<file path="src/rtl/assert_macros.svh">
// Assertion macros shared by the timer table RTL.
// Include-guarded; used by modules that carry concurrent checks.
`ifndef ASSERT_MACROS_SVH
`define ASSERT_MACROS_SVH
// Property must hold on every clock edge when out of reset.
`define CHK_ALWAYS(lbl, clk, rst_n, prop, msg) \
    lbl: assert property (@(posedge clk) disable iff (!rst_n) (prop)) else $error(msg);
// Antecedent implies consequent in the next cycle.
`define CHK_NEXT(lbl, clk, rst_n, ante, cons, msg) \
    lbl: assert property (@(posedge clk) disable iff (!rst_n) (ante) |=> (cons)) else $error(msg);
`endif

</file>
<file path="src/rtl/dttt_pkg.sv">
// Package for the delayed task timer table: widths, opcodes, result and command types.
// No dependencies.
`default_nettype none
package dttt_pkg;
    localparam int SLOTS     = 16;
    localparam int TIME_BITS = 48;
    localparam int ID_BITS   = 8;
    localparam int IDX_BITS  = $clog2(SLOTS);
    localparam int CNT_BITS  = $clog2(SLOTS + 1);

    localparam logic [2:0] OP_TICK  = 3'd0;
    localparam logic [2:0] OP_SCHED = 3'd1;
    localparam logic [2:0] OP_CANCEL = 3'd2;
    localparam logic [2:0] OP_QUERY = 3'd3;
    localparam logic [2:0] OP_POLL  = 3'd4;
    localparam logic [2:0] OP_CLEAR = 3'd5;

    localparam logic [TIME_BITS-1:0] TIME_MAX = {TIME_BITS{1'b1}};

    typedef struct packed {
        logic [7:0] result_id;
        logic       id_valid;
        logic       hit;
        logic       full_res;
        logic [4:0] pending;
        logic       last;
    } t_result;

    typedef struct packed {
        logic [2:0]  opcode;
        logic [7:0]  task_id;
        logic [31:0] wait_ms;
    } t_cmd;
endpackage
`default_nettype wire

</file>
<file path="src/rtl/dttt_if.sv">
// Valid/ready channel interface carrying a generic payload.
// Depends on nothing; payload type is given by the instantiator.
`default_nettype none
interface dttt_if #(parameter type T = logic) (input wire logic i_clk);
    logic valid;
    logic ready;
    T     data;
    modport source (output valid, output data, input ready);
    modport sink (input valid, input data, output ready);
endinterface
`default_nettype wire

</file>
<file path="src/rtl/dttt_ram.sv">
// Generic single-port-write, single-read synchronous RAM, registered read.
// No dependencies.
`default_nettype none
module dttt_ram #(
    parameter int DEPTH = 16,
    parameter int WIDTH = 8
) (
    input  wire logic                     i_clk,
    input  wire logic                     i_we,
    input  wire logic [$clog2(DEPTH)-1:0] i_waddr,
    input  wire logic [WIDTH-1:0]         i_wdata,
    input  wire logic [$clog2(DEPTH)-1:0] i_raddr,
    output logic      [WIDTH-1:0]         o_rdata
);
    logic [WIDTH-1:0] r_mem [DEPTH];
    always_ff @(posedge i_clk) begin
        if (i_we) r_mem[i_waddr] <= i_wdata;
        o_rdata <= r_mem[i_raddr];
    end
endmodule
`default_nettype wire

</file>
<file path="src/rtl/delayed_task_timer_table.sv">
// Tick/clear go straight to the result. Cancel/query walk the table through the
// RAM read port, reading then acting on each entry. A schedule that inserts
// walks, then shifts entries up one entry per cycle to free slot 0. Poll walks
// twice (count, then compact), and stalls while each due id waits to be taken.
// One command at a time; the next is taken once the last result is taken.
// Reset: time counter zero, table empty; RAM contents left as is.
`default_nettype none
`include "assert_macros.svh"
module delayed_task_timer_table (
    input wire logic i_clk,
    input wire logic i_rst_n,
    dttt_if.sink     i_cmd,
    dttt_if.source   o_res
);
    localparam int IB = dttt_pkg::IDX_BITS;
    localparam int CB = dttt_pkg::CNT_BITS;
    localparam int TB = dttt_pkg::TIME_BITS;
    localparam int EW = dttt_pkg::ID_BITS + TB;

    localparam logic [2:0] S_IDLE = 3'd0;
    localparam logic [2:0] S_RD   = 3'd1;  // read address issued
    localparam logic [2:0] S_EX   = 3'd2;  // data back, act on entry
    localparam logic [2:0] S_INS  = 3'd3;  // shift up for insert
    localparam logic [2:0] S_OUT  = 3'd4;  // final result waiting
    localparam logic [2:0] S_PEM  = 3'd5;  // poll id waiting, walk resumes once taken

    logic [2:0]    r_st, n_st;
    logic [TB-1:0] r_now;
    logic [CB-1:0] r_cnt;
    logic [2:0]    r_op;
    logic [dttt_pkg::ID_BITS-1:0] r_id;
    logic [TB-1:0] r_due;
    logic [CB-1:0] r_rp, r_wp;   // read / write pointers (compaction)
    logic          r_found, r_pfound;  // r_pfound: poll in its compaction pass
    logic          r_ov;
    logic [CB-1:0] r_left;       // poll: due entries counted / still to emit
    dttt_pkg::t_result r_res;

    logic          we;
    logic [IB-1:0] waddr, raddr;
    logic [EW-1:0] wdata, rdata;

    dttt_ram #(.DEPTH(dttt_pkg::SLOTS), .WIDTH(EW)) u_ram (
        .i_clk(i_clk), .i_we(we), .i_waddr(waddr), .i_wdata(wdata),
        .i_raddr(raddr), .o_rdata(rdata)
    );

    logic [dttt_pkg::ID_BITS-1:0] e_id;
    logic [TB-1:0] e_due;
    logic          e_isdue;
    logic [TB-1:0] head;
    logic [TB-1:0] dly;
    logic [CB-1:0] p_tot;
    assign e_id    = rdata[EW-1:TB];
    assign e_due   = rdata[TB-1:0];
    assign e_isdue = r_now >= e_due;
    assign head    = dttt_pkg::TIME_MAX - r_now;
    assign dly     = i_cmd.data.wait_ms[31] ? '0 : TB'(i_cmd.data.wait_ms);
    assign p_tot   = r_left + CB'(e_isdue);

    assign i_cmd.ready = (r_st == S_IDLE) && !o_res.valid;
    assign o_res.valid = (r_st == S_OUT) || (r_st == S_PEM);
    assign o_res.data  = r_res;

    logic acc;
    assign acc = i_cmd.valid && i_cmd.ready;

    logic res_last_fire;
    assign res_last_fire = o_res.valid && o_res.ready && o_res.data.last;

    always_comb begin
        n_st  = r_st;
        we    = 1'b0;
        waddr = r_wp[IB-1:0];
        wdata = {r_id, r_due};
        raddr = r_rp[IB-1:0];
        unique case (r_st)
            S_EX: begin
                priority if (r_op == dttt_pkg::OP_SCHED) begin
                    if (e_id == r_id) begin
                        we = 1'b1; waddr = r_rp[IB-1:0];
                    end
                end else if (r_op == dttt_pkg::OP_CANCEL) begin
                    we = r_found && !(e_id == r_id && !r_found);
                    wdata = rdata;
                end else if (r_op == dttt_pkg::OP_POLL) begin
                    we = r_pfound && !e_isdue; wdata = rdata;
                end else begin
                    we = 1'b0;
                end
            end
            S_INS: begin
                // read one below the entry being moved, ready for next cycle
                raddr = IB'(r_rp - CB'(1));
                we = 1'b1;
                if (r_ov) begin
                    waddr = '0; wdata = {r_id, r_due};
                end else begin
                    waddr = IB'(r_rp + CB'(1));
                    wdata = rdata;
                end
            end
            default: ;
        endcase
    end

    always_ff @(posedge i_clk) begin
        if (!i_rst_n) begin
            r_st <= S_IDLE;
            r_now <= '0;
            r_cnt <= '0;
        end else begin
            unique case (r_st)
                S_IDLE: if (acc) begin
                    r_op  <= i_cmd.data.opcode;
                    r_id  <= i_cmd.data.task_id[dttt_pkg::ID_BITS-1:0];
                    r_due <= (dly > head) ? dttt_pkg::TIME_MAX : r_now + dly;
                    r_rp  <= '0; r_wp <= '0;
                    r_found <= 1'b0; r_pfound <= 1'b0; r_ov <= 1'b0;
                    r_left <= '0;
                    r_res.result_id <= i_cmd.data.task_id;
                    r_res.id_valid <= 1'b0; r_res.hit <= 1'b0;
                    r_res.full_res <= 1'b0; r_res.last <= 1'b1;
                    r_res.pending <= 5'(r_cnt);
                    if (i_cmd.data.opcode == dttt_pkg::OP_TICK) begin
                        if (r_now != dttt_pkg::TIME_MAX) r_now <= r_now + TB'(1);
                        r_st <= S_OUT;
                    end else if (i_cmd.data.opcode == dttt_pkg::OP_CLEAR) begin
                        r_cnt <= '0; r_res.pending <= '0; r_st <= S_OUT;
                    end else if (i_cmd.data.opcode >= dttt_pkg::OP_SCHED &&
                                 i_cmd.data.opcode <= dttt_pkg::OP_POLL &&
                                 r_cnt != '0) begin
                        r_st <= S_RD;
                    end else if (i_cmd.data.opcode == dttt_pkg::OP_SCHED) begin
                        // empty table: write at slot 0 via insert path
                        r_ov <= 1'b1; r_st <= S_INS;
                        r_cnt <= r_cnt + CB'(1);
                        r_res.pending <= 5'(r_cnt + CB'(1));
                    end else begin
                        r_st <= S_OUT;
                    end
                end
                S_RD: r_st <= S_EX;
                S_EX: begin
                    r_st <= S_RD;
                    priority if (r_op == dttt_pkg::OP_SCHED) begin
                        if (e_id == r_id) begin
                            r_res.hit <= 1'b1; r_st <= S_OUT;
                        end else if (r_rp + CB'(1) == r_cnt) begin
                            if (r_cnt == CB'(dttt_pkg::SLOTS)) begin
                                r_res.full_res <= 1'b1; r_st <= S_OUT;
                            end else begin
                                r_st <= S_INS;
                                r_cnt <= r_cnt + CB'(1);
                                r_res.pending <= 5'(r_cnt + CB'(1));
                            end
                        end else r_rp <= r_rp + CB'(1);
                    end else if (r_op == dttt_pkg::OP_QUERY) begin
                        if (e_id == r_id) begin
                            r_res.hit <= e_isdue; r_st <= S_OUT;
                        end else if (r_rp + CB'(1) == r_cnt) r_st <= S_OUT;
                        else r_rp <= r_rp + CB'(1);
                    end else if (r_op == dttt_pkg::OP_CANCEL) begin
                        if (r_found || e_id != r_id) r_wp <= r_wp + CB'(1);
                        if (!r_found && e_id == r_id) r_found <= 1'b1;
                        r_rp <= r_rp + CB'(1);
                        if (r_rp + CB'(1) == r_cnt) begin
                            r_st <= S_OUT;
                            if (r_found || e_id == r_id) begin
                                r_res.hit <= 1'b1;
                                r_cnt <= r_cnt - CB'(1);
                                r_res.pending <= 5'(r_cnt - CB'(1));
                            end
                        end
                    end else if (!r_pfound) begin
                        // poll, first pass: count due entries only
                        r_rp <= r_rp + CB'(1);
                        if (e_isdue) r_left <= r_left + CB'(1);
                        if (r_rp + CB'(1) == r_cnt) begin
                            if (p_tot == '0) begin
                                r_st <= S_OUT;
                            end else begin
                                r_pfound <= 1'b1;
                                r_rp <= '0; r_wp <= '0;
                                r_left <= p_tot;
                                r_res.pending <= 5'(r_cnt - p_tot);
                            end
                        end
                    end else begin
                        // poll, second pass: compact in place, emit due ids;
                        // the last due id is held until the walk ends
                        r_rp <= r_rp + CB'(1);
                        if (!e_isdue) r_wp <= r_wp + CB'(1);
                        if (e_isdue) begin
                            r_res.result_id <= 8'(e_id);
                            r_res.id_valid <= 1'b1;
                            r_left <= r_left - CB'(1);
                            r_res.last <= (r_left == CB'(1));
                        end
                        if (r_rp + CB'(1) == r_cnt) begin
                            r_cnt <= e_isdue ? r_wp : r_wp + CB'(1);
                            r_st <= S_OUT;
                        end else if (e_isdue && r_left != CB'(1)) begin
                            r_st <= S_PEM;
                        end
                    end
                end
                S_INS: begin
                    if (r_ov) r_st <= S_OUT;
                    else if (r_rp == '0) r_ov <= 1'b1;
                    else r_rp <= r_rp - CB'(1);
                end
                S_PEM: if (o_res.ready) r_st <= S_RD;
                S_OUT: if (o_res.ready) r_st <= S_IDLE;
                default: r_st <= S_IDLE;
            endcase
        end
    end

    // Table entry count must not exceed table size.
    `CHK_ALWAYS(a_cnt_range, i_clk, i_rst_n, r_cnt <= CB'(dttt_pkg::SLOTS), "count overflow")
    `CHK_NEXT(a_ack_idle, i_clk, i_rst_n, res_last_fire, r_st == S_IDLE, "no return to idle")
    `CHK_ALWAYS(a_no_acc_busy, i_clk, i_rst_n, !(i_cmd.ready && o_res.valid), "accept while busy")
endmodule
`default_nettype wire

</file>
<file path="src/flat_wrapper.sv">
// flat-port wrapper written by rule: the top's interface ports become plain ports
module delayed_task_timer_table_flat import dttt_pkg::*;
  (i_clk, i_rst_n, i_cmd_valid, i_cmd_data, i_cmd_ready, o_res_valid, o_res_data, o_res_ready);
  dttt_if #(.T(t_cmd)) i_cmd_i (.i_clk(i_clk));
  dttt_if #(.T(t_result)) o_res_i (.i_clk(i_clk));
  input wire logic i_clk;
  input wire logic i_rst_n;
  input wire logic [$bits(i_cmd_i.valid)-1:0] i_cmd_valid;
  input wire logic [$bits(i_cmd_i.data)-1:0] i_cmd_data;
  output wire logic [$bits(i_cmd_i.ready)-1:0] i_cmd_ready;
  output wire logic [$bits(o_res_i.valid)-1:0] o_res_valid;
  output wire logic [$bits(o_res_i.data)-1:0] o_res_data;
  input wire logic [$bits(o_res_i.ready)-1:0] o_res_ready;
  assign i_cmd_i.valid = i_cmd_valid;
  assign i_cmd_i.data = i_cmd_data;
  assign i_cmd_ready = i_cmd_i.ready;
  assign o_res_valid = o_res_i.valid;
  assign o_res_data = o_res_i.data;
  assign o_res_i.ready = o_res_ready;
  delayed_task_timer_table u_core (.i_clk(i_clk), .i_rst_n(i_rst_n), .i_cmd(i_cmd_i), .o_res(o_res_i));
endmodule
</file>
<file path="config.mk">
export PLATFORM = sky130hd
export DESIGN_NAME = delayed_task_timer_table_flat
export DESIGN_NICKNAME = d
export VERILOG_FILES = /design/src/rtl/dttt_pkg.sv /design/src/rtl/dttt_if.sv /design/src/rtl/dttt_ram.sv /design/src/rtl/delayed_task_timer_table.sv /design/src/flat_wrapper.sv
export VERILOG_INCLUDE_DIRS = /design/src /design/src/rtl
export SDC_FILE = /design/constraint.sdc
export NUM_CORES = 1
export LEC_CHECK = 0
export BUFFER_PORTS_ARGS = -buffer_cell sky130_fd_sc_hd__buf_2
export CELL_PAD_IN_SITES_DETAIL_PLACEMENT = 0
export CELL_PAD_IN_SITES_GLOBAL_PLACEMENT = 1
export CORE_MARGIN = 4
export CORE_UTILIZATION = 50
export CTS_CLUSTER_SIZE = 14
export DETAILED_ROUTE_END_ITERATION = 12
export PLACE_DENSITY_LB_ADDON = 0.12
export RECOVER_POWER = 50
export SYNTH_ARGS = -nofsm -noshare
export SYNTH_HDL_FRONTEND = slang
export SYNTH_SLANG_ARGS = --single-unit
</file>
<file path="constraint.sdc">
create_clock -name i_clk -period 10.35 [get_ports i_clk]
set_input_delay 1.5525 -clock i_clk [delete_from_list [all_inputs] [get_ports i_clk]]
set_output_delay 1.5525 -clock i_clk [all_outputs]
set_load 0.05 [all_outputs]
</file>
## Word-level counts from Yosys, hierarchy flattened

Memories as Yosys holds them, arrays and structs flattened. A register that Yosys moved wholly into a read port is not among the register bits.
Index checks and enable logic that the tools add are counted.

| word-level totals | value |
|---|---|
| flip-flop bits (word level) | 150 |
| bits in writable memories | 896 |
| output and inout port bits | 19 |
| word-level logic and storage cells | 261 |
| memories | 1 |

| operators by class | value |
|---|---|
| $add $sub $neg | 12 |
| magnitude comparators | 4 |
| eq/ne operators | 54 |
| muxes and demuxes | 135 |
| reduce and logical (&&, ||, !) cells | 37 |

Memory list:

| name | words | width | rd ports | clocked after memory_dff | write ports | line | text |
|---|---|---|---|---|---|---|---|
| u_core.u_ram.r_mem | 16 | 56 | 1 | 1 | 1 | dttt_ram.sv:15 | `logic [WIDTH-1:0] r_mem [DEPTH];` |

Operators with widths:

| operator | number |
|---|---|
| 2-to-1 mux 5 bit | 47 |
| 2-to-1 mux 56 bit | 4 |
| case mux 56 bit (2 select lines) | 1 |
| 2-to-1 mux 3 bit | 21 |
| adder 48 x 1 -> 48 bit (second input constant) | 1 |
| adder 48 bit | 1 |
| >= comparator 48 bit | 1 |
| > comparator 48 bit | 1 |
| inequality test 48 bit (second input constant) | 1 |
| subtractor 48 bit (first input constant) | 1 |
| 2-to-1 mux 9 bit | 5 |
| 2-to-1 mux 1 bit | 37 |
| case mux 17 bit (2 select lines) | 1 |
| 2-to-1 mux 31 bit | 1 |
| case mux 5 bit (2 select lines) | 3 |
| AND reduction 8 bit | 3 |
| inequality test 3 bit (second input constant) | 7 |
| AND reduction 7 bit | 3 |
| adder 5 x 1 -> 5 bit (second input constant) | 4 |
| inequality test 4 x 1 -> 1 bit (second input constant) | 5 |
| 2-to-1 mux 6 bit | 3 |
| inequality test 2 x 1 -> 1 bit (second input constant) | 9 |
| case mux 3 bit (6 select lines) | 1 |
| 2-to-1 mux 17 bit | 1 |
| other kinds (38) | 80 |

## Depth between registers and ports, before layout

| logic depth | value |
|---|---|
| word-level depth | 10 |
| depth in mapped cells | 21 |
| depth with buffers taken out | 20 |

## Modules after synthesis

From an unflattened synthesis, not the netlist that was laid out.

| unflattened totals | value |
|---|---|
| cell total of the unflattened synthesis | 3038 |
| area total of the unflattened synthesis | 47350.4 um^2 |

By module, submodules not included:

| module | instances | cells an instance | area each (um^2) | seq. area each (um^2) |
|---|---|---|---|---|
| dttt_ram | 1 | 1445 | 34678.3 | 28026.9 |
| delayed_task_timer_table | 1 | 1593 | 12672.2 | 3943.8 |

## Least setup slack after synthesis

No wires, ideal clock.

| path | value |
|---|---|
| path type | reg2reg |
| from | register u_core.r_now[46] |
| to | memory u_core.u_ram.r_mem[4][0] in the netlist's numbering, enable pin |
| arrival | 7284 ps |
| required time | 9741 ps |
| path slack | 2458 ps |
| cell stages (with the launch flop) | 10 |
| period minus slack after synthesis | 7892 ps |
| cell sequence | dfxtp_1 -> ha_1 -> a21oi_1 -> nand2_1 -> a221oi_1 -> o21ai_0 -> a21o_1 -> clkbuf_1 -> o21a_1 -> nor4_1 |

| between the ends | value |
|---|---|
| longest elaborated chain between the ends | 9 |

Ends and longest elaborated chain:

| element | line | text |
|---|---|---|
| start: declaration | delayed_task_timer_table.sv:28 | `logic [TB-1:0] r_now;` |
| start signal: assignment | delayed_task_timer_table.sv:126 | `if (r_now != dttt_pkg::TIME_MAX) r_now <= r_now + TB'(1);` |
| >= comparator 48 bit | delayed_task_timer_table.sv:56 | `assign e_isdue = r_now >= e_due;` |
| zero test 1 bit | delayed_task_timer_table.sv:87 | `we = r_pfound && !e_isdue; wdata = rdata;` |
| logical AND 1 bit | delayed_task_timer_table.sv:87 |  |
| 2-to-1 mux 1 bit | delayed_task_timer_table.sv:86 | `end else if (r_op == dttt_pkg::OP_POLL) begin` |
| 2-to-1 mux 1 bit | delayed_task_timer_table.sv:83 | `end else if (r_op == dttt_pkg::OP_CANCEL) begin` |
| 2-to-1 mux 1 bit | delayed_task_timer_table.sv:79 | `priority if (r_op == dttt_pkg::OP_SCHED) begin` |
| case mux 1 bit (2 select lines) | delayed_task_timer_table.sv:77 | `unique case (r_st)` |
| 2-to-1 mux 1 bit | dttt_ram.sv:17 | `if (i_we) r_mem[i_waddr] <= i_wdata;` |
| 2-to-1 mux 1 bit (not written as such) | dttt_ram.sv:17 |  |
| end: declaration | dttt_ram.sv:15 |  |

Every way passes these cells.

## Worst setup path in the final report

| path | value |
|---|---|
| from | register u_core.r_st[1], in the netlist u_core.n_st[1] |
| to | memory u_core.u_ram.r_mem[7][48] in the netlist's numbering, enable pin |

| between the ends | value |
|---|---|
| longest elaborated chain between the ends | 4 |
| elaborated cells between the ends (all ways) | 6 |
| classes of those cells | 2 x eq/ne; 4 x mux |

Ends and longest elaborated chain:

| element | line | text |
|---|---|---|
| start: declaration | delayed_task_timer_table.sv:27 | `logic [2:0] r_st, n_st;` |
| start signal: assignment | delayed_task_timer_table.sv:109 | `r_st <= S_IDLE;` |
| start signal: assignment | delayed_task_timer_table.sv:127 | `r_st <= S_OUT;` |
| start signal: assignment | delayed_task_timer_table.sv:129 | `r_cnt <= '0; r_res.pending <= '0; r_st <= S_OUT;` |
| == test 3 x 2 -> 1 bit | delayed_task_timer_table.sv:77 |  |
| case mux 1 bit (2 select lines) | delayed_task_timer_table.sv:77 |  |
| 2-to-1 mux 1 bit | dttt_ram.sv:17 |  |
| 2-to-1 mux 1 bit (not written as such) | dttt_ram.sv:17 |  |

Several ways; a longest one is shown, not always the timed one.

==> flow_metrics.tcl <==
set metrics [dict create \
    worstPathCellList "nor2b_1 -> clkbuf_1 -> nand2_1 -> clkbuf_1 -> inv_1 -> clkbuf_1 -> o21ai_1 -> nor4b_1 -> o21ai_0 -> o21ai_1 -> nand3_1 -> nor2_4 -> buf_4" \
    postSynthCellCount 2873 \
    final_nets 3150 \
    routabilityCongestion 0.862 \
    synth_xor_area_share_pct 2.13 \
    max_cap_violations 13 \
    hold_violations 0 \
    diodes 0 \
    critPathKind "flop to flop" \
    core_mm2 0.0935 \
    vias 26300 \
    fp.dieW_um 315 \
    root_buffer "clkbuf_16" \
    dp.cells 4145 \
    clk_latency_ns 0.69 \
    crit_path_frequent_cell "clkbuf_1" \
    cpLargestDelayFamily "buffers and inverters" \
    finalCriticalPeriod_ns 7.42 \
    clk_pin_slew_ns 0.07 \
    max_slew_margin_pct -153 \
    cp.required_ns 10.65 \
    wl_mm 117 \
    routed_via_density 6.04 \
    fillers 7410 \
    fin_skew_ns 0.0365 \
    clock_path_buffers 3 \
    grt_pass1_vias 26800 \
    num_io_pins 66 \
    setup_viol 0 \
    drtIter0Drc 2440 \
    fin_cells 4356 \
    ctsResizeCount 0 \
    synth_area_per_cell_um2 16.4 \
    holdCritStartpoint "u_core.r_now[4]$_SDFFE_PN0P_" \
    synthSimpleGateAreaFrac_pct 6.87 \
    syn_area_mm2 0.0471 \
    async_reset_ff_share_pct 0 \
    final_common_cell "edfxtp_1" \
    h-tree-depth 3 \
    p_per_area_mw_per_mm2 183 \
    worst_slew_pin_slew_ns 3.79 \
    fin_setup_tns_ns 0 \
    numCtsBuffers 111 \
    dieArea_mm2 0.0992 \
    hold_buffers 0 \
    grt_pass1_wl_mm 175 \
    initial_core_util_pct 50.4 \
    overflow 0 \
    yosysUniqueCellTypes 81 \
    final_cell_mix "edfxtp_1 (990), mux4_2 (280), nand2_1 (246)" \
    worstPathArrival_ns 7.72 \
    cts_setup_buffers 0 \
    startpoint_type "flop" \
    rsz0062_at_grt "false" \
    violations "max-capacitance violations, max-slew violations" \
    hold_class "flop to flop" \
    crit_start "u_core.n_st[1]$_SDFFE_PN0P_" \
    grt_antenna_before_repair 6 \
    io_buffers 65 \
    die_y_um 315 \
    rows 112 \
    period_share_pct 71.7 \
    cts_tree "built" \
    syn_to_final_growth_pct 11.8 \
    synth_nets 3019 \
    layout-drive-gt1-share_pct 18.1 \
    synth-compound-area-share_pct 5.00 \
    fin_util_pct 56.3 \
    max_freq_ghz 0.135 \
    drcViolationCount 0 \
    antenna_left 0 \
    yosys_warnings 0 \
    ir_worst_vdd_mv 0.150 \
    cp_num_buf_inv 5 \
    critPathCaptureType "flop" \
    synth_top_family_by_area "multiplexers" \
    max_stage_delay_ns 1.12 \
    yosys.area_share.adder_pct 2.66 \
    cts.sinks 1102 \
    p_leak_nw 17.6 \
    synth-seq-cells 1102 \
    finalMaxSlewViolations 336 \
    grt_usage_pct 23.8 \
    reg2reg_from "u_core.n_st[1]$_SDFFE_PN0P_" \
    finalHoldWorstSlack_ns 0.583 \
    post_drt_wl_per_cell_um 26.9 \
    status "finished with violations" \
    muxShareOfSynthArea_pct 13.5 \
    worstPathMaxFanout 32 \
    synthFlopType "edfxtp_1" \
    ys_seq_area_share_pct 67.9 \
    dr.pass1.iters 6 \
    synth_edf_count 990 \
    cp_slowest_cell "clkbuf_1" \
    grt_start_max_net_pins 109 \
    detailed_place_hpwl_mm 70.6 \
]
## flip-flops by register name (all words and copies together) (netlist names), 8 cells and up
signal and count:
u_core.r_now 48, u_core.r_due 48, u_core.u_ram.o_rdata 56, u_core.r_id 8, u_core.o_res.data 17, u_core.u_ram.r_mem 896
## report_power, final
group	switching (mW)	internal (mW)	total [mW]
Clock	1.66	2.29	3.95
Sequential	0.0456	4.95	4.99
Combinational	0.439	0.269	0.708
## metrics by stage
step | cell area, um2 | power (mW) | setup WS [ns]
final | 52700 | 9.65 | 2.93
after CTS | 53000 | 9.75 | 4.71
after floorplan | 47100 | 5.57 | 2.46
after detailed placement | 49400 | 5.82 | 4.72
after global placement | 49400 | 5.81 | 4.75
after global routing | 52700 | 9.99 | 2.48
## worst register-to-register path, delay by kind of cell (launching register included)
family | cells | cell delay (ns)
buffers and inverters | 5 | 3.46
and+or+nand+nor | 5 | 2.16
DFF | 1 | 0.58
AOI/OAI and AO/OA | 3 | 0.80
## layer usage
metal | track usage, % | part of all wire, %
met5 | 0 | 0
met4 | 6.61 | 2.8
met3 | 3.27 | 5.2
met2 | 38.8 | 49
met1 | 34.1 | 43
## Yosys cell counts (all sizes together) (9+ instances only)
cell type	number	area share, %
or3	15	0.20
ha	97	2.6
nor4	11	0.20
xnor2	66	1.2
mux4	280	13
o31ai	56	0.92
nand2	246	2.0
o21ai	87	0.92
nor3	40	0.45
dfxtp	112	4.8
a31oi	13	0.17
a21o	23	0.37
inv	91	0.72
nor2b	43	0.57
a21oi	115	1.2
nand3	63	0.68
a21boi	9	0.14
clkbuf	102	0.81
nand2b	19	0.25
buf	38	0.40
and3	19	0.25
edfxtp	990	63
nand4	30	0.40
and4	12	0.22
nor2	137	1.1
xor2	46	0.86
## final cells by class
class	count	area, um2	share of cell area (%)
sequential	1102	32000	60.7
multi-input combinational	1540	14400	27.3
clock buffer	146	3030	5.76
clock inverter	65	576	1.09
inverter	91	342	0.649
tap	1254	1570	2.98
timing repair buffer	158	786	1.49
## final timing paths
kind,endpoint,slack (ns),cells after the start
hold / removal,u_core.r_now[4]$_SDFFE_PN0P_,0.58,2
setup reg to reg,u_core.u_ram.r_mem[7][48]$_DFFE_PP_,2.93,13
hold reg to reg,u_core.r_now[4]$_SDFFE_PN0P_,0.58,2
setup / recovery,u_core.u_ram.r_mem[7][48]$_DFFE_PP_,2.93,13
## logic make-up (layout without fill, tap and decap cells)
group,after synthesis,count (layout)
xor gates and xnor gates,113,113
AOI/OAI and AO/OA,371,371
adders and majority gates,99,99
DFF,1102,1102
muxes,287,287
buffers and inverters,231,460
and+or+nand+nor,670,670
(Power assumes the default switching activity.)
